===== src/rtl/core/ini_line_tokenizer_defines.svh =====
// Assertion macros for the INI line tokenizer
`ifndef INI_LINE_TOKENIZER_DEFINES_SVH
`define INI_LINE_TOKENIZER_DEFINES_SVH
`ifndef SYNTHESIS
`define ILT_ASSERT(label, clk, rst_n, prop) \
    label: assert property (@(posedge clk) disable iff (!rst_n) prop) \
        else $error("assertion failed");
`define ILT_NEVER(label, clk, rst_n, expr) \
    label: assert property (@(posedge clk) disable iff (!rst_n) !(expr)) \
        else $error("forbidden condition");
`else
`define ILT_ASSERT(label, clk, rst_n, prop)
`define ILT_NEVER(label, clk, rst_n, expr)
`endif
`endif


===== src/rtl/core/ilt_pkg.sv =====
// Shared types and constants of the INI line tokenizer
package ilt_pkg;
    localparam int unsigned MaxDocBytes = 65536;
    localparam int unsigned CfgW = 17;

    localparam logic [2:0] CFG_DOC     = 3'd0;
    localparam logic [2:0] CFG_LINE    = 3'd1;
    localparam logic [2:0] CFG_SECTION = 3'd2;
    localparam logic [2:0] CFG_KEY     = 3'd3;
    localparam logic [2:0] CFG_VALUE   = 3'd4;

    localparam logic [1:0] KIND_NONE    = 2'd0;
    localparam logic [1:0] KIND_SECTION = 2'd1;
    localparam logic [1:0] KIND_ENTRY   = 2'd2;

    localparam logic [1:0] ST_OK     = 2'd0;
    localparam logic [1:0] ST_FORMAT = 2'd1;
    localparam logic [1:0] ST_LIMIT  = 2'd2;

    typedef struct packed {
        logic [1:0]  kind;
        logic [15:0] name_offset;
        logic [15:0] name_length;
        logic [15:0] value_offset;
        logic [15:0] value_length;
        logic        done;
        logic [1:0]  status;
    } rec_t;

    function automatic logic is_name_byte(input logic [7:0] c);
        return (c >= 8'h61 && c <= 8'h7a) || (c >= 8'h41 && c <= 8'h5a) ||
               (c >= 8'h30 && c <= 8'h39) || c == 8'h5f || c == 8'h2d || c == 8'h2e;
    endfunction
endpackage


===== src/rtl/core/ilt_front.sv =====
// Byte scanner: classifies bytes, tracks line state, forms records
module ilt_front #(
    parameter int unsigned MAX_DOC_BYTES = ilt_pkg::MaxDocBytes,
    parameter int unsigned PW = $clog2(MAX_DOC_BYTES + 2)
) (
    input  logic                 clk,
    input  logic                 rst_n,
    input  logic                 step,
    input  logic [7:0]           byte_in,
    input  logic                 last_byte,
    input  logic [ilt_pkg::CfgW-1:0] doc_limit,
    input  logic [ilt_pkg::CfgW-1:0] line_limit,
    input  logic [ilt_pkg::CfgW-1:0] section_limit,
    input  logic [ilt_pkg::CfgW-1:0] key_limit,
    input  logic [ilt_pkg::CfgW-1:0] value_limit,
    output logic                 rec_valid,
    output ilt_pkg::rec_t        rec
);
    import ilt_pkg::*;

    localparam logic [PW-1:0] MaxP = PW'(MAX_DOC_BYTES);
    localparam int unsigned XW = (PW > CfgW) ? PW : CfgW;

    localparam logic [1:0] CLS_EMPTY = 2'd0;
    localparam logic [1:0] CLS_SKIP = 2'd1;
    localparam logic [1:0] CLS_SECTION = 2'd2;
    localparam logic [1:0] CLS_ENTRY = 2'd3;

    logic [PW-1:0] pos_reg, pos_next;
    logic [PW-1:0] lstart_reg;
    logic [PW-1:0] first_reg, first_next, last_reg, last_next, eq_reg, eq_next;
    logic [PW-1:0] vfirst_reg, vfirst_next, vlast_reg, vlast_next;
    logic [1:0] cls_reg, cls_next;
    logic gap_reg, gap_next, bad_reg, bad_next, eqf_reg, eqf_next, seen_reg, seen_next;
    logic gl_reg, gl_next, lb_reg, lb_next, lc_reg, lc_next;
    logic cr_reg, cr_next, cerr_reg, cerr_next;
    logic [1:0] lerr_reg;

    logic [XW-1:0] eff;
    logic in_doc, close_line, close_cr, over, pinner, nb;
    logic [PW-1:0] end_pos, p1;
    logic [XW-1:0] raw, span, ssize, klen, vlen;
    logic [1:0] ekind, eerr;
    logic [PW-1:0] voff;
    logic [1:0] status;

    assign eff = (XW'(doc_limit) < XW'(MAX_DOC_BYTES)) ? XW'(doc_limit) : XW'(MAX_DOC_BYTES);
    assign in_doc = XW'(pos_reg) < eff;
    assign p1 = pos_reg + PW'(1);
    assign nb = is_name_byte(byte_in);
    assign pinner = last_reg != first_reg;

    always_comb
    begin
        pos_next = (pos_reg <= MaxP) ? p1 : pos_reg;
        first_next = first_reg; last_next = last_reg; eq_next = eq_reg;
        vfirst_next = vfirst_reg; vlast_next = vlast_reg; cls_next = cls_reg;
        gap_next = gap_reg; bad_next = bad_reg; eqf_next = eqf_reg; seen_next = seen_reg;
        gl_next = gl_reg; lb_next = lb_reg; lc_next = lc_reg;
        cr_next = cr_reg; cerr_next = cerr_reg;
        close_line = 1'b0; close_cr = 1'b0; end_pos = pos_reg;
        if (in_doc)
        begin
            if (cr_reg && byte_in != 8'h0a) cerr_next = 1'b1;
            cr_next = 1'b0;
            if (byte_in == 8'h00 || byte_in == 8'h7f ||
                (byte_in < 8'h20 && byte_in != 8'h0a && byte_in != 8'h0d && byte_in != 8'h09))
                cerr_next = 1'b1;
            if (byte_in == 8'h0a)
            begin
                close_line = 1'b1; close_cr = cr_reg; end_pos = pos_reg;
            end
            else if (byte_in == 8'h0d)
            begin
                cr_next = 1'b1;
                if (last_byte) cerr_next = 1'b1;
            end
            else
            begin
                gap_next = 1'b0;
                if (byte_in == 8'h20 || byte_in == 8'h09)
                    gap_next = 1'b1;
                else if (cls_reg == CLS_EMPTY)
                begin
                    first_next = pos_reg; last_next = pos_reg;
                    if (byte_in == 8'h23 || byte_in == 8'h3b) cls_next = CLS_SKIP;
                    else if (byte_in == 8'h5b) cls_next = CLS_SECTION;
                    else
                    begin
                        cls_next = CLS_ENTRY;
                        if (byte_in == 8'h3d)
                        begin
                            eqf_next = 1'b1; eq_next = pos_reg;
                        end
                        else if (!nb) bad_next = 1'b1;
                    end
                end
                else if (cls_reg == CLS_SECTION)
                begin
                    if (pinner && (lb_reg || gl_reg)) bad_next = 1'b1;
                    gl_next = gap_reg && pinner;
                    lb_next = !nb;
                    lc_next = byte_in == 8'h5d;
                    vlast_next = last_reg;
                    last_next = pos_reg;
                    if (!seen_reg)
                    begin
                        vfirst_next = pos_reg; seen_next = 1'b1;
                    end
                end
                else if (cls_reg == CLS_ENTRY)
                begin
                    if (!eqf_reg)
                    begin
                        if (byte_in == 8'h3d)
                        begin
                            eqf_next = 1'b1; eq_next = pos_reg;
                        end
                        else
                        begin
                            if (gap_reg || !nb) bad_next = 1'b1;
                            last_next = pos_reg;
                        end
                    end
                    else
                    begin
                        if (!seen_reg)
                        begin
                            vfirst_next = pos_reg; seen_next = 1'b1;
                        end
                        vlast_next = pos_reg;
                    end
                end
            end
            if (last_byte && byte_in != 8'h0a)
            begin
                close_line = 1'b1; close_cr = cr_next; end_pos = p1;
            end
        end
    end

    // line close evaluation uses the updated line state
    always_comb
    begin
        raw = XW'(end_pos - lstart_reg);
        if (close_cr && raw != '0) raw = raw - XW'(1);
        span = XW'(last_next - first_next) + XW'(1);
        ssize = (vlast_next != first_next) ? XW'(vlast_next - vfirst_next) + XW'(1) : '0;
        klen = (eq_next != first_next) ? XW'(last_next - first_next) + XW'(1) : '0;
        vlen = seen_next ? XW'(vlast_next - vfirst_next) + XW'(1) : '0;
        voff = seen_next ? vfirst_next : eq_next + PW'(1);
        ekind = KIND_NONE; eerr = ST_OK;
        if (raw > XW'(line_limit)) eerr = ST_LIMIT;
        else if (cls_next == CLS_SECTION)
        begin
            if (span < XW'(3) || !lc_next) eerr = ST_FORMAT;
            else if (ssize > XW'(section_limit)) eerr = ST_LIMIT;
            else if (ssize == '0 || bad_next) eerr = ST_FORMAT;
            else ekind = KIND_SECTION;
        end
        else if (cls_next == CLS_ENTRY)
        begin
            if (!eqf_next) eerr = ST_FORMAT;
            else if (klen > XW'(key_limit) || vlen > XW'(value_limit)) eerr = ST_LIMIT;
            else if (klen == '0 || bad_next) eerr = ST_FORMAT;
            else ekind = KIND_ENTRY;
        end
        if (!close_line)
        begin
            ekind = KIND_NONE; eerr = ST_OK;
        end
    end

    logic [1:0] lerr_new;
    assign lerr_new = (lerr_reg != ST_OK) ? lerr_reg : eerr;
    assign over = XW'(pos_next) > eff;
    assign status = over ? ST_LIMIT : (cerr_next ? ST_FORMAT : lerr_new);

    always_comb
    begin
        rec_valid = step && (last_byte ||
            (ekind != KIND_NONE && !over && !cerr_next && lerr_new == ST_OK));
        rec.kind = (last_byte && status != ST_OK) ? KIND_NONE : ekind;
        rec.name_offset = 16'((ekind == KIND_SECTION) ? vfirst_next : first_next);
        rec.name_length = 16'((ekind == KIND_SECTION) ? ssize : klen);
        rec.value_offset = (ekind == KIND_ENTRY) ? 16'(voff) : 16'd0;
        rec.value_length = (ekind == KIND_ENTRY) ? 16'(vlen) : 16'd0;
        if (rec.kind == KIND_NONE)
        begin
            rec.name_offset = '0; rec.name_length = '0;
            rec.value_offset = '0; rec.value_length = '0;
        end
        rec.done = last_byte;
        rec.status = last_byte ? status : ST_OK;
    end

    always_ff @(posedge clk or negedge rst_n)
    begin
        if (!rst_n)
        begin
            pos_reg <= '0; lstart_reg <= '0; first_reg <= '0; last_reg <= '0;
            eq_reg <= '0; vfirst_reg <= '0; vlast_reg <= '0; cls_reg <= CLS_EMPTY;
            gap_reg <= 1'b0; bad_reg <= 1'b0; eqf_reg <= 1'b0; seen_reg <= 1'b0;
            gl_reg <= 1'b0; lb_reg <= 1'b0; lc_reg <= 1'b0;
            cr_reg <= 1'b0; cerr_reg <= 1'b0; lerr_reg <= ST_OK;
        end
        else if (step)
        begin
            if (last_byte || (close_line && byte_in == 8'h0a))
            begin
                first_reg <= '0; last_reg <= '0; eq_reg <= '0; vfirst_reg <= '0;
                vlast_reg <= '0; cls_reg <= CLS_EMPTY; gap_reg <= 1'b0; bad_reg <= 1'b0;
                eqf_reg <= 1'b0; seen_reg <= 1'b0; gl_reg <= 1'b0; lb_reg <= 1'b0;
                lc_reg <= 1'b0;
            end
            else
            begin
                first_reg <= first_next; last_reg <= last_next; eq_reg <= eq_next;
                vfirst_reg <= vfirst_next; vlast_reg <= vlast_next; cls_reg <= cls_next;
                gap_reg <= gap_next; bad_reg <= bad_next; eqf_reg <= eqf_next;
                seen_reg <= seen_next; gl_reg <= gl_next; lb_reg <= lb_next;
                lc_reg <= lc_next;
            end
            if (last_byte)
            begin
                pos_reg <= '0; lstart_reg <= '0; cr_reg <= 1'b0;
                cerr_reg <= 1'b0; lerr_reg <= ST_OK;
            end
            else
            begin
                pos_reg <= pos_next; cr_reg <= cr_next; cerr_reg <= cerr_next;
                lerr_reg <= lerr_new;
                lstart_reg <= (close_line && byte_in == 8'h0a) ? p1 : lstart_reg;
            end
        end
    end
endmodule


===== src/rtl/core/ilt_queue.sv =====
// Two-entry record queue between the scanner and the output port
module ilt_queue (
    input  logic          clk,
    input  logic          rst_n,
    input  logic          push,
    input  ilt_pkg::rec_t din,
    output logic          full,
    output logic          out_valid,
    input  logic          out_ready,
    output ilt_pkg::rec_t dout
);
    import ilt_pkg::*;

    `include "ini_line_tokenizer_defines.svh"

    rec_t mem_reg [2];
    logic wp_reg, rp_reg;
    logic [1:0] cnt_reg, cnt_next;
    logic pop;

    assign pop = out_valid && out_ready;
    assign out_valid = cnt_reg != 2'd0;
    assign full = cnt_reg == 2'd2;
    assign dout = mem_reg[rp_reg];
    assign cnt_next = cnt_reg + 2'(push) - 2'(pop);

    always_ff @(posedge clk)
    begin
        if (push) mem_reg[wp_reg] <= din;
    end

    always_ff @(posedge clk or negedge rst_n)
    begin
        if (!rst_n)
        begin
            wp_reg <= 1'b0; rp_reg <= 1'b0; cnt_reg <= 2'd0;
        end
        else
        begin
            if (push) wp_reg <= !wp_reg;
            if (pop) rp_reg <= !rp_reg;
            cnt_reg <= cnt_next;
        end
    end

    `ILT_NEVER(a_no_overflow, clk, rst_n, push && full)
    `ILT_NEVER(a_count_range, clk, rst_n, cnt_reg == 2'd3)
    `ILT_ASSERT(a_count_track, clk, rst_n, (push && !pop && !full) |=> cnt_reg != 2'd0)
endmodule


===== src/rtl/core/ini_line_tokenizer.sv =====
// Top level of the INI line tokenizer
// Takes one document byte per clock when the record queue has room and emits a
// record at the end of each good section or entry line, plus a status record on
// the last byte. Each record is registered in the record queue; throughput is one
// byte per cycle, set by the scanner, while out_ready keeps up.
module ini_line_tokenizer #(
    parameter int unsigned MAX_DOC_BYTES = ilt_pkg::MaxDocBytes
) (
    input  logic        clk,
    input  logic        rst_n,
    input  logic        in_valid,
    output logic        in_ready,
    input  logic [7:0]  byte_in,
    input  logic        last_byte,
    input  logic        cfg_we,
    input  logic [2:0]  cfg_index,
    input  logic [16:0] cfg_data,
    output logic        out_valid,
    input  logic        out_ready,
    output logic [1:0]  record_kind,
    output logic [15:0] name_offset,
    output logic [15:0] name_length,
    output logic [15:0] value_offset,
    output logic [15:0] value_length,
    output logic        doc_done,
    output logic [1:0]  doc_status
);
    import ilt_pkg::*;

    logic [CfgW-1:0] doc_reg, line_reg, sec_reg, key_reg, val_reg;
    logic full, step, rv;
    rec_t rec, q;

    always_ff @(posedge clk or negedge rst_n)
    begin
        if (!rst_n)
        begin
            doc_reg <= 17'd65536; line_reg <= 17'd1024; sec_reg <= 17'd64;
            key_reg <= 17'd64; val_reg <= 17'd512;
        end
        else if (cfg_we)
        begin
            case (cfg_index)
                CFG_DOC:     doc_reg <= cfg_data;
                CFG_LINE:    line_reg <= cfg_data;
                CFG_SECTION: sec_reg <= cfg_data;
                CFG_KEY:     key_reg <= cfg_data;
                CFG_VALUE:   val_reg <= cfg_data;
                default:     ;
            endcase
        end
    end

    assign in_ready = !full;
    assign step = in_valid && in_ready;

    ilt_front #(.MAX_DOC_BYTES(MAX_DOC_BYTES)) u_front (
        .clk(clk), .rst_n(rst_n), .step(step), .byte_in(byte_in), .last_byte(last_byte),
        .doc_limit(doc_reg), .line_limit(line_reg), .section_limit(sec_reg),
        .key_limit(key_reg), .value_limit(val_reg), .rec_valid(rv), .rec(rec)
    );

    ilt_queue u_queue (
        .clk(clk), .rst_n(rst_n), .push(rv), .din(rec), .full(full),
        .out_valid(out_valid), .out_ready(out_ready), .dout(q)
    );

    assign record_kind = q.kind;
    assign name_offset = q.name_offset;
    assign name_length = q.name_length;
    assign value_offset = q.value_offset;
    assign value_length = q.value_length;
    assign doc_done = q.done;
    assign doc_status = q.status;
endmodule


===== config.mk =====
export PLATFORM = sky130hd
export DESIGN_NAME = ini_line_tokenizer
export DESIGN_NICKNAME = d
export VERILOG_FILES = /design/src/rtl/core/ilt_pkg.sv /design/src/rtl/core/ilt_front.sv /design/src/rtl/core/ilt_queue.sv /design/src/rtl/core/ini_line_tokenizer.sv
export VERILOG_INCLUDE_DIRS = /design/src /design/src/rtl/core
export SDC_FILE = /design/constraint.sdc
export NUM_CORES = 1
export LEC_CHECK = 0
export BUFFER_PORTS_ARGS = -buffer_cell sky130_fd_sc_hd__buf_2
export CAP_MARGIN = 20
export CORE_UTILIZATION = 46
export DETAILED_ROUTE_END_ITERATION = 7
export GPL_TIMING_DRIVEN = 0
export PLACE_DENSITY = 0.6
export REMOVE_ABC_BUFFERS = 1
export SYNTH_ARGS = -nofsm -noshare
export SYNTH_HDL_FRONTEND = slang
export SYNTH_SLANG_ARGS = --single-unit

===== constraint.sdc =====
create_clock -name clk -period 16.75 [get_ports clk]
set_input_delay 0.8375 -clock clk [delete_from_list [all_inputs] [get_ports clk]]
set_output_delay 0.8375 -clock clk [all_outputs]
set_load 0.05 [all_outputs]

==> flow_summary.toml, run 1 <==
[route]
routedWlPerCell_um = 24.0
firstDrtPassIters = 6
drt_iter0_markers = 2215
routed_wirelength_mm = 80.2
drt.antenna.violating_nets = 0
vias_per_cell = 6.17
routed-via-count = 20600
drc = 0

[yosys]
syn-mean-instance-area_um2 = 9.58
synth_top_flop_cell = "sky130_fd_sc_hd__dfrtp_1"
synth_enable_flop_cells = 138
synth-compound-area-share_pct = 17.2
synth_simple_gate_area_share_pct = 15.5
synthXorXnorAreaFrac_pct = 5.73
yosys.area.top_type = "sky130_fd_sc_hd__dfrtp_1"
synth.area.top_cells = "sky130_fd_sc_hd__dfrtp_1 22%, sky130_fd_sc_hd__edfxtp_1 17%, sky130_fd_sc_hd__ha_1 9.4%"
dominant_combinational_cell_family_by_area_after_synthesis = "compound AO/OA/AOI/OAI gates"
mappedNetlistArea_um2 = 24800
synth.yosys.warnings = 0
async_flop_share_pct = 61.6
yosys_register_bits = 359
part_of_the_yosys_area_used_for_sequential_elements_pct = 39.0
synthAdderAreaFrac_pct = 9.66
synthCells = 2593
synth_mux_area_share_pct = 8.01
yosysUniqueCellTypes = 99
synth.top_cell.area_share_pct = 21.8

[global_route]
grt_overflow = 0
grt_pass1_vias = 19900
grt_max_degree = 113
global_route_wire_length_before_repair_mm = 122
global_route.usage.total_pct = 29.4
grt_antenna_before_repair = 3

[final_layout]
filler_cell_count = 4850
finished_layout_cell_area_um2 = 27600
ratio_of_cells_with_drive_above_1_in_the_final_layout_pct = 15.7
area_growth_syn_to_layout_pct = 10.9
fin_nets = 2847
largest_register_ffs = 138

[pwr]
ir_drop_mv = 0.207
power.leakage_uw = 0.0116
power.density_cell_area_nw_per_um2 = 211

[timing]
slew_hr_pct = 23.0
hold_viol_final = 0
grt_setup_unrepaired = "false"
finalSetupViolCount = 0
layout_min_cycle_time_ns = 13.14
fin_ws_ns = 3.61
max_freq_ghz = 0.0761
post-route-period-util_pct = 78.4
final-max-slew-violation-count = 0
max_slew.worst_pin.slew_ns = 1.15
skew_ns = 0.0316

[clock_network]
cts_tree = "built"
latest_clock_arrival_within_the_worst_skew_pair_ns = 0.58
clk_pin_slew_ns = 0.06
cts_buffers = 42
cts_setup_buffers = 0
count_of_clock_tree_sinks = 359
htree_num_levels = 2
cts.path.max_buffers = 3
cts_root_buf = "sky130_fd_sc_hd__clkbuf_16"
post_cts_resized = 0
hold_buffers = 0

[worst_setup_path]
timing.critical_path.from_type = "flop"
max_stage_delay_ns = 0.91
crit_path_top_delay_cell = "sky130_fd_sc_hd__a21oi_2"
critPathMaxFanout = 31
worstPathArrival_ns = 13.39
critPathMostFrequentCell = "sky130_fd_sc_hd__ha_1"
worst-endpoint-required_ns = 17.01
crit_type = "reg2reg"
critPathCaptureType = "flop"

[floorplanning]
top_level_ports = 105
die-width_um = 234
core_region_area_um2 = 53000
fp.dieArea_um2 = 54900
floorplan.die.height_um = 234
initial_utilization_pct = 46.9
row_count = 84

[placement]
place_area_um2 = 26200
gp_congestion = 0.958
hpwl_mm = 59.0
io_buf_count = 104
place_worst_setup_slack_ns = 4.08

[job]
maxCapViolations = 0

[min_path]
hold_path.class = "in2async"

[run_status]
result_of_the_run = "completed"
-- worst max-delay path, delay by kind of cell, from the launching register on --
family,cells,cell delay (ns)
and+or+nand+nor,8,3.53
AOI/OAI and AO/OA,17,4.75
xor gates and xnor gates,1,0.81
DFF,1,0.54
buffers and inverters,4,1.14
adders and majority gates,4,1.22
muxes,1,0.74
-- layout by cell type, fill, tap and decap left out, drive strengths merged, types with 7 or more instances in the layout --
cell / netlist / layout
nor2b: 30 / 30
ha: 187 / 187
nand2: 263 / 263
o221ai: 20 / 20
o211ai: 8 / 8
o22ai: 36 / 36
nor3b: 10 / 10
nand3: 72 / 72
nor4: 36 / 36
buf: 46 / 134
a211oi: 10 / 10
a21oi: 111 / 111
o21ai: 166 / 166
and2: 27 / 27
xnor2: 108 / 108
nand2b: 15 / 15
nor3: 62 / 62
edfxtp: 138 / 138
nor2: 178 / 178
nor4b: 8 / 8
inv: 145 / 146
or2: 12 / 12
o31ai: 44 / 44
a221o: 15 / 15
a21boi: 7 / 7
mux2: 126 / 126
a21o: 44 / 44
dfrtp: 216 / 216
nand4: 42 / 42
a2111oi: 32 / 32
mux2i: 56 / 56
o21a: 19 / 19
xor2: 52 / 52
a22o: 19 / 19
clkbuf: 103 / 53
clkinv: 8 / 24
a31oi: 19 / 19
-- synthesized netlist by cell type, types with 7 or more instances --
library cell                count
sky130_fd_sc_hd__a2111oi_2     25
sky130_fd_sc_hd__a211oi_1       8
sky130_fd_sc_hd__a21boi_0       7
sky130_fd_sc_hd__a21o_1        44
sky130_fd_sc_hd__a21oi_1      110
sky130_fd_sc_hd__a221o_1       15
sky130_fd_sc_hd__a22o_1        19
sky130_fd_sc_hd__a31oi_1       19
sky130_fd_sc_hd__and2_1        26
sky130_fd_sc_hd__buf_1         11
sky130_fd_sc_hd__buf_2         25
sky130_fd_sc_hd__buf_4          8
sky130_fd_sc_hd__clkbuf_1     103
sky130_fd_sc_hd__clkinv_1       8
sky130_fd_sc_hd__dfrtp_1      216
sky130_fd_sc_hd__edfxtp_1     138
sky130_fd_sc_hd__ha_1         187
sky130_fd_sc_hd__inv_1        144
sky130_fd_sc_hd__mux2_2       126
sky130_fd_sc_hd__mux2i_1       53
sky130_fd_sc_hd__nand2_1      263
sky130_fd_sc_hd__nand2b_1      15
sky130_fd_sc_hd__nand3_1       70
sky130_fd_sc_hd__nand4_1       42
sky130_fd_sc_hd__nor2_1       177
sky130_fd_sc_hd__nor2b_1       30
sky130_fd_sc_hd__nor3_1        60
sky130_fd_sc_hd__nor3b_1        8
sky130_fd_sc_hd__nor4_1        23
sky130_fd_sc_hd__nor4_2        12
sky130_fd_sc_hd__nor4b_1        8
sky130_fd_sc_hd__o211ai_1       7
sky130_fd_sc_hd__o21a_1        18
sky130_fd_sc_hd__o21ai_0      161
sky130_fd_sc_hd__o221ai_1      20
sky130_fd_sc_hd__o22ai_1       36
sky130_fd_sc_hd__o31ai_1       44
sky130_fd_sc_hd__or2_2         11
sky130_fd_sc_hd__xnor2_1      108
sky130_fd_sc_hd__xor2_1        52
-- logic make-up after synthesis --
logic type | Yosys count
DFF | 359
xor gates and xnor gates | 161
muxes | 182
AOI/OAI and AO/OA | 613
adders and majority gates | 190
buffers and inverters | 302
and+or+nand+nor | 786
-- power breakdown --
| part | total, uW | internal, uW | switching, uW |
|---|---|---|---|
| sequential | 1140 | 1040 | 101 |
| clock | 889 | 514 | 375 |
| combinational | 3800 | 1300 | 2500 |
| total | 5830 | 2850 | 2980 |
-- final timing paths --
kind | endpoint | cells after the start | start | slack (ns)
setup reg to reg | u_queue.mem_reg[0][44] | 35 | doc_reg[16] | 3.61
hold / removal | u_front.lstart_reg[11] | 2 | rst_n | 0.32
setup / recovery | u_queue.mem_reg[0][44] | 35 | doc_reg[16] | 3.61
max in group asynchronous | u_front.vfirst_reg[9] | 3 | rst_n | 15.45
min in group clk | u_front.vfirst_reg[3] | 2 | u_front.vfirst_reg[3] | 0.49
hold reg to reg | u_front.vfirst_reg[3] | 2 | u_front.vfirst_reg[3] | 0.49
-- routing by layer --
metal / up-vias / track usage, % / share of wire (%) / wire [um]
met1: 10100 / 40.9 / 44 / 35200
met2: 839 / 45.9 / 45 / 36100
met5: - / 0 / 0 / 0
li1: 9512 / - / - / -
met3: 165 / 4.57 / 7.0 / 5610
met4: 0 / 11.5 / 4.1 / 3280
-- stage by stage --
step	instances	setup TNS, ns	util (%)	hold slack, ns	total power (uW)
floorplan	2444	0	-	0.440	3620
global placement	3236	-400.05	48.3	0.455	4720
detailed placement	3262	0	49.5	0.458	4840
CTS	3335	0	51.9	0.340	5760
global route	3340	0	52.0	0.364	6190
finish	3341	0	52.0	0.316	5830
-- area by class of cell --
| class | instances | area [um^2] | share of cell area [%] |
|---|---|---|---|
| clock buffer | 52 | 1110 | 4.02 |
| sequential | 359 | 9680 | 35.1 |
| multi-input combinational | 1932 | 14100 | 51.0 |
| clock inverter | 21 | 185 | 0.672 |
| tap | 688 | 861 | 3.12 |
| timing repair buffer | 135 | 1090 | 3.96 |
| antenna | 1 | 2.50 | 0.00908 |
| inverter | 153 | 574 | 2.08 |
Power figures use the tool's default switching activity.
==> run 2, diff against run 1 <==
--- a/config.mk
+++ b/config.mk
@@ -11,7 +11,7 @@
 export CORE_UTILIZATION = 46
 export DETAILED_ROUTE_END_ITERATION = 7
 export GPL_TIMING_DRIVEN = 0
-export PLACE_DENSITY = 0.6
+export PLACE_DENSITY = 0.63
 export REMOVE_ABC_BUFFERS = 1
 export SYNTH_ARGS = -nofsm -noshare
 export SYNTH_HDL_FRONTEND = slang
==> constraint.sdc (replaced) <==
create_clock -name clk -period 11.2 [get_ports clk]
set_input_delay 0.56 -clock clk [delete_from_list [all_inputs] [get_ports clk]]
set_output_delay 0.56 -clock clk [all_outputs]
set_load 0.05 [all_outputs]
==> run 2 against run 1 <==
Effect of this change: sequential power rose by 50%; highest routed layer unchanged; sequential share of layout area fell by 0.37 points; die area did not move; clock skew fell by 0.011 ns; register-to-register slack got worse by 3.0 ns; power rose by 53%; largest cell class unchanged; global-route usage rose by 0.21 points; count of clock-buffer cells in the layout rose by 4; clock power rose by 63%; worst hold slack got worse by 0.31 ns.
==> flow_summary.toml, run 2 (same netlist as run 1, synthesis figures left out) <==
[route]
routed-via-count = 20900
drt.antenna.violating_nets = 0
routed_wirelength_mm = 81.2
drt_iter0_markers = 1837
drc = 0
routedWlPerCell_um = 24.2
vias_per_cell = 6.25
firstDrtPassIters = 6

[clock_network]
clk_pin_slew_ns = 0.06
cts_tree = "built"
cts_buffers = 43
latest_clock_arrival_within_the_worst_skew_pair_ns = 0.59
cts.path.max_buffers = 3
htree_num_levels = 2
cts_root_buf = "sky130_fd_sc_hd__clkbuf_16"
hold_buffers = 0
count_of_clock_tree_sinks = 359

[final_layout]
mostFrequentLayoutCells = "261 x sky130_fd_sc_hd__nand2_1, 213 x sky130_fd_sc_hd__dfrtp_1, 187 x sky130_fd_sc_hd__ha_1"
antenna_diodes = 0
finish.utilization_pct = 52.6
largest_register_ffs = 138
fin_nets = 2854
finished_layout_cell_area_um2 = 27900
ratio_of_cells_with_drive_above_1_in_the_final_layout_pct = 16.9
filler_cell_count = 4904
layout_commonest_cell = "sky130_fd_sc_hd__nand2_1"
area_growth_syn_to_layout_pct = 12.1

[floorplanning]
fp.dieArea_um2 = 54900
core_region_area_um2 = 53000
initial_utilization_pct = 46.9
row_count = 84
top_level_ports = 105
die-width_um = 234
floorplan.die.height_um = 234

[placement]
gp_congestion = 0.952
hpwl_mm = 59.3
place_area_um2 = 26200
io_buf_count = 104

[timing]
hold_viol_final = 0
post-route-period-util_pct = 94.9
skew_ns = 0.0204
finalSetupViolCount = 0
max_slew.worst_pin.slew_ns = 1.21
final-max-slew-violation-count = 0
layout_min_cycle_time_ns = 10.63
fin_setup_tns_ns = 0
whs_ns = 0.00441
max_freq_ghz = 0.0941
slew_hr_pct = 19.1
grt_setup_unrepaired = "false"

[global_route]
global_route_wire_length_before_repair_mm = 123
grt_pass1_vias = 20000
globalRouteMet3Util_pct = 4.62
grt_overflow = 0
grt_use_met2_pct = 46.3
global_route.usage.total_pct = 29.6
grt_antenna_before_repair = 3
grt_max_degree = 114
gr-max-usage-layer = "met2"
met1_usage_in_global_routing_pct = 41.1

[worst_setup_path]
critPathCaptureType = "flop"
critPathMaxFanout = 31
worst-endpoint-required_ns = 11.48
crit_path_top_delay_cell = "sky130_fd_sc_hd__dfrtp_1"
timing.critical_path.from_type = "flop"
critPathMostFrequentCell = "sky130_fd_sc_hd__ha_1"
crit_type = "reg2reg"
worstPathArrival_ns = 10.91
worstRegToRegCells = 40
max_stage_delay_ns = 0.89

[run_status]
result_of_the_run = "completed"

[pwr]
power.leakage_uw = 0.0118
ir_drop_mv = 0.287
power.density_cell_area_nw_per_um2 = 321

[min_path]
hold_path.class = "in2async"

[job]
maxCapViolations = 0
## run 2: worst paths after layout
| kind | start | endpoint | slack [ns] |
|---|---|---|---|
| max | u_front.pos_reg[12] | u_queue.mem_reg[0][47] | 0.57 |
| min | rst_n | u_front.lstart_reg[15] | 0.004 |
| max reg2reg | u_front.pos_reg[12] | u_queue.mem_reg[0][47] | 0.57 |
| min reg2reg | u_front.vfirst_reg[14] | u_front.vfirst_reg[14] | 0.48 |
| max in group asynchronous | rst_n | u_queue.rp_reg | 9.97 |
| min in group clk | cfg_data[9] | val_reg[9] | 0.25 |
## run 2: layer usage
metal	wire (um)	share of wire, %	vias to the layer above
li1	-	-	9525
met1	35300	43	10400
met2	36700	45	838
met3	5960	7.3	175
met4	3230	4.0	0
met5	0	0	-
## run 2: area by class of cell
| class | instances | area (um^2) | share of cell area (%) |
|---|---|---|---|
| Inverter | 153 | 577 | 2.07 |
| Clock buffer | 56 | 1250 | 4.48 |
| Multi-Input combinational cell | 1932 | 14200 | 50.8 |
| Tap cell | 688 | 861 | 3.09 |
| Timing Repair Buffer | 141 | 1120 | 4.02 |
| Clock inverter | 21 | 206 | 0.741 |
| Sequential cell | 359 | 9690 | 34.8 |
## run 2: timing repair
item	CTS	global route
resized for setup	12	11
setup buffers	3	5
endpoints found under the setup margin	275	237
pin swaps	1	3
## run 2: stage by stage
stage	power, uW	worst slack, ns	std cells
2_1_floorplan	5410	-2.55	2444
3_3_place_gp	7030	-9.21	3236
3_5_place_dp	7280	-1.40	3264
4_1_cts	8790	0.172	3344
5_1_grt	9470	0.0220	3350
6_report	8940	0.573	3350
## run 2: critical path, delay by kind of cell (launching register included)
family	cells	cell delay (ns)
AO/OA/AOI/OAI	12	2.76
XOR/XNOR	1	0.55
adder cells (fa/ha/maj)	5	1.45
buffers and inverters	7	1.15
flip-flops	1	0.89
multiplexers	1	0.54
AND/OR/NAND/NOR	14	2.91
## run 2: power breakdown
part           internal (uW)  total, uW  leakage (uW)  switching (uW)
combinational           1990       5790       0.00685            3790
clock                    856       1450      0.000715             592
sequential              1550       1710       0.00419             154
total                   4400       8940        0.0118            4540
==> run 3, diff against run 2 <==
--- a/config.mk
+++ b/config.mk
@@ -15,4 +15,5 @@
 export REMOVE_ABC_BUFFERS = 1
 export SYNTH_ARGS = -nofsm -noshare
 export SYNTH_HDL_FRONTEND = slang
+export SYNTH_HIERARCHICAL = 1
 export SYNTH_SLANG_ARGS = --single-unit
==> run 3 against run 2 <==
Effect of this change: die area up 1.7%; synthesized area up 1.7%; non-clock buffer count up 5; global-route usage down 2.8 points; clock skew up 0.0086 ns; setup slack worse by 0.020 ns; via count down 2.9%.
==> flow_summary.toml, run 3 <==
[timing]
skew_ns = 0.0290
post-route-period-util_pct = 95.1
slew_hr_pct = 24.2
fin_ws_ns = 0.553
max_freq_ghz = 0.0939
finalSetupViolCount = 0
hold_viol_final = 0
final-max-slew-violation-count = 0
grt_setup_unrepaired = "false"
max_slew.worst_pin.slew_ns = 1.13
whs_ns = 0.0193
layout_min_cycle_time_ns = 10.65

[worst_setup_path]
critPathCaptureType = "flop"
worst-endpoint-required_ns = 11.46
timing.critical_path.from_type = "flop"
crit_type = "reg2reg"
crit_path_top_delay_cell = "sky130_fd_sc_hd__or4_4"
path_delay_family = "simple AND/OR/NAND/NOR gates"
worstSetupPathDepth = 36
worstRegToRegCells = 36
worstPathArrival_ns = 10.90
timing.critical_path.buf_inv = 8
critPathMaxFanout = 28
critPathMostFrequentCell = "sky130_fd_sc_hd__ha_1"
max_stage_delay_ns = 0.69

[final_layout]
antenna_diodes = 0
finish.utilization_pct = 51.9
ratio_of_cells_with_drive_above_1_in_the_final_layout_pct = 17.8
layout_commonest_cell = "sky130_fd_sc_hd__dfrtp_1"
mostFrequentLayoutCells = "215 x sky130_fd_sc_hd__dfrtp_1, 187 x sky130_fd_sc_hd__ha_1, 177 x sky130_fd_sc_hd__nand2_1"
fin_cells = 3305
fin_nets = 2799
largest_register_ffs = 138
filler_cell_count = 4826
area_growth_syn_to_layout_pct = 11.0

[clock_network]
cts_root_buf = "sky130_fd_sc_hd__clkbuf_16"
count_of_clock_tree_sinks = 359
latest_clock_arrival_within_the_worst_skew_pair_ns = 0.59
clk_pin_slew_ns = 0.06
cts_tree = "built"
hold_buffers = 0
cts.path.max_buffers = 3
htree_num_levels = 2
cts_buffers = 42

[floorplanning]
die-width_um = 236
initial_utilization_pct = 46.8
row_count = 85
top_level_ports = 105
fp.dieArea_um2 = 55900
core_region_area_um2 = 54000
floorplan.die.height_um = 236

[yosys]
yosys_register_bits = 359
synth.top_cell.area_share_pct = 21.4
yosys.area.top_type = "sky130_fd_sc_hd__dfrtp_1"
async_flop_share_pct = 61.6
mappedNetlistArea_um2 = 25300
synth_top_flop_cell = "sky130_fd_sc_hd__dfrtp_1"
synth.yosys.warnings = 6
yosysUniqueCellTypes = 105
synth.area.top_cells = "sky130_fd_sc_hd__dfrtp_1 21%, sky130_fd_sc_hd__edfxtp_1 16%, sky130_fd_sc_hd__ha_1 9.3%"
part_of_the_yosys_area_used_for_sequential_elements_pct = 38.3
yosysMostFrequentCell = "sky130_fd_sc_hd__dfrtp_1"
synthCells = 2532
synth_enable_flop_cells = 138
synth.cells.most_frequent = "216 x sky130_fd_sc_hd__dfrtp_1, 187 x sky130_fd_sc_hd__ha_1, 177 x sky130_fd_sc_hd__nand2_1"
syn-mean-instance-area_um2 = 9.98

[route]
drt.antenna.violating_nets = 0
routedWlPerCell_um = 23.0
routed_wirelength_mm = 76.1
routed-via-count = 20300
drt_iter0_markers = 1940
vias_per_cell = 6.15
drc = 0
firstDrtPassIters = 6

[placement]
hpwl_mm = 55.1
place_worst_setup_slack_ns = -0.880
io_buf_count = 104
gp_congestion = 0.941
dp_cells = 3205

[global_route]
global_route.usage.total_pct = 26.9
global_route_wire_length_before_repair_mm = 116
grt_antenna_before_repair = 1
grt_max_degree = 120
grt_pass1_vias = 19500
grt_overflow = 0

[job]
maxCapViolations = 0

[pwr]
power.density_cell_area_nw_per_um2 = 270
total_power_uw = 7580
ir_drop_mv = 0.228
power.leakage_uw = 0.0122

[run_status]
result_of_the_run = "completed"

[min_path]
hold_path.class = "in2async"
-- run 3: cell types whose count changed in the layout (fill, tap and decap cells not counted), moves of 13 or more --
cell,previous run,this run
sky130_fd_sc_hd__nand2_1,261,177
sky130_fd_sc_hd__o21ai_0,160,123
sky130_fd_sc_hd__a2111oi_2,24,10
sky130_fd_sc_hd__mux2_2,126,108
sky130_fd_sc_hd__and3_1,5,27
sky130_fd_sc_hd__xnor2_1,108,88
sky130_fd_sc_hd__mux2_4,0,70
sky130_fd_sc_hd__o221ai_1,20,6
sky130_fd_sc_hd__a21o_1,42,55
sky130_fd_sc_hd__o31ai_1,44,16
sky130_fd_sc_hd__nor3_1,56,85
sky130_fd_sc_hd__xor2_1,50,74
sky130_fd_sc_hd__and2_1,25,10
sky130_fd_sc_hd__o22ai_1,36,17
-- run 3: layer usage --
metal / GRT usage (%) / up-vias / share of wire [%]
met2: 44.5 / 824 / 47
met5: 0 / - / 0
li1: - / 9312 / -
met4: 8.97 / 0 / 3.5
met3: 3.23 / 157 / 6.8
met1: 36.4 / 10000 / 43
-- run 3: cell families after synthesis --
kind of cell / after synthesis / share of synthesized area (%)
XOR/XNOR: 162 / 5.62
multiplexers: 233 / 11.2
AND/OR/NAND/NOR: 758 / 15.6
AO/OA/AOI/OAI: 530 / 14.3
buffers and inverters: 300 / 5.54
adder cells (fa/ha/maj): 190 / 9.50
flip-flops: 359 / 38.3
-- run 3: report_power, final --
group / switching (uW) / internal, uW / total [uW]
clock network: 576 / 850 / 1430
logic: 2840 / 1600 / 4440
registers: 165 / 1540 / 1710
-- run 3: layout make-up --
cell class / count / area, um^2 / area share, %
repair buffers: 146 / 1160 / 4.13
inverters: 151 / 573 / 2.04
clock buffers: 68 / 1310 / 4.68
clock inverters: 10 / 133 / 0.473
multi-input cells: 1875 / 14300 / 51.0
well taps: 696 / 871 / 3.11
flip-flops and latches: 359 / 9680 / 34.5
-- run 3: timing repair --
item / in CTS / in global routing
setup endpoints to repair: 140 / 175
gates cloned: 1 / 1
resized for setup: 4 / 11
pin swaps: 2 / 3
setup buffers: 6 / 11
-- run 3: through the flow --
stage / area [um^2] / setup TNS, ns
2_1_floorplan: 24400 / -243.26
3_3_place_gp: 25800 / -1716.99
3_5_place_dp: 26300 / -107.19
4_1_cts: 27800 / 0
5_1_grt: 28000 / 0
6_report: 28000 / 0
-- run 3: final timing paths --
path,startpoint,to,slack (ns)
hold / removal,rst_n,key_reg[0],0.02
max in group asynchronous,rst_n,u_queue/rp_reg,9.97
setup / recovery,doc_reg[16],u_queue/mem_reg[0][34],0.55
hold reg to reg,u_front/vfirst_reg[11],u_front/vfirst_reg[11],0.48
min in group clk,out_ready,u_queue/rp_reg,0.31
setup reg to reg,doc_reg[16],u_queue/mem_reg[0][34],0.55
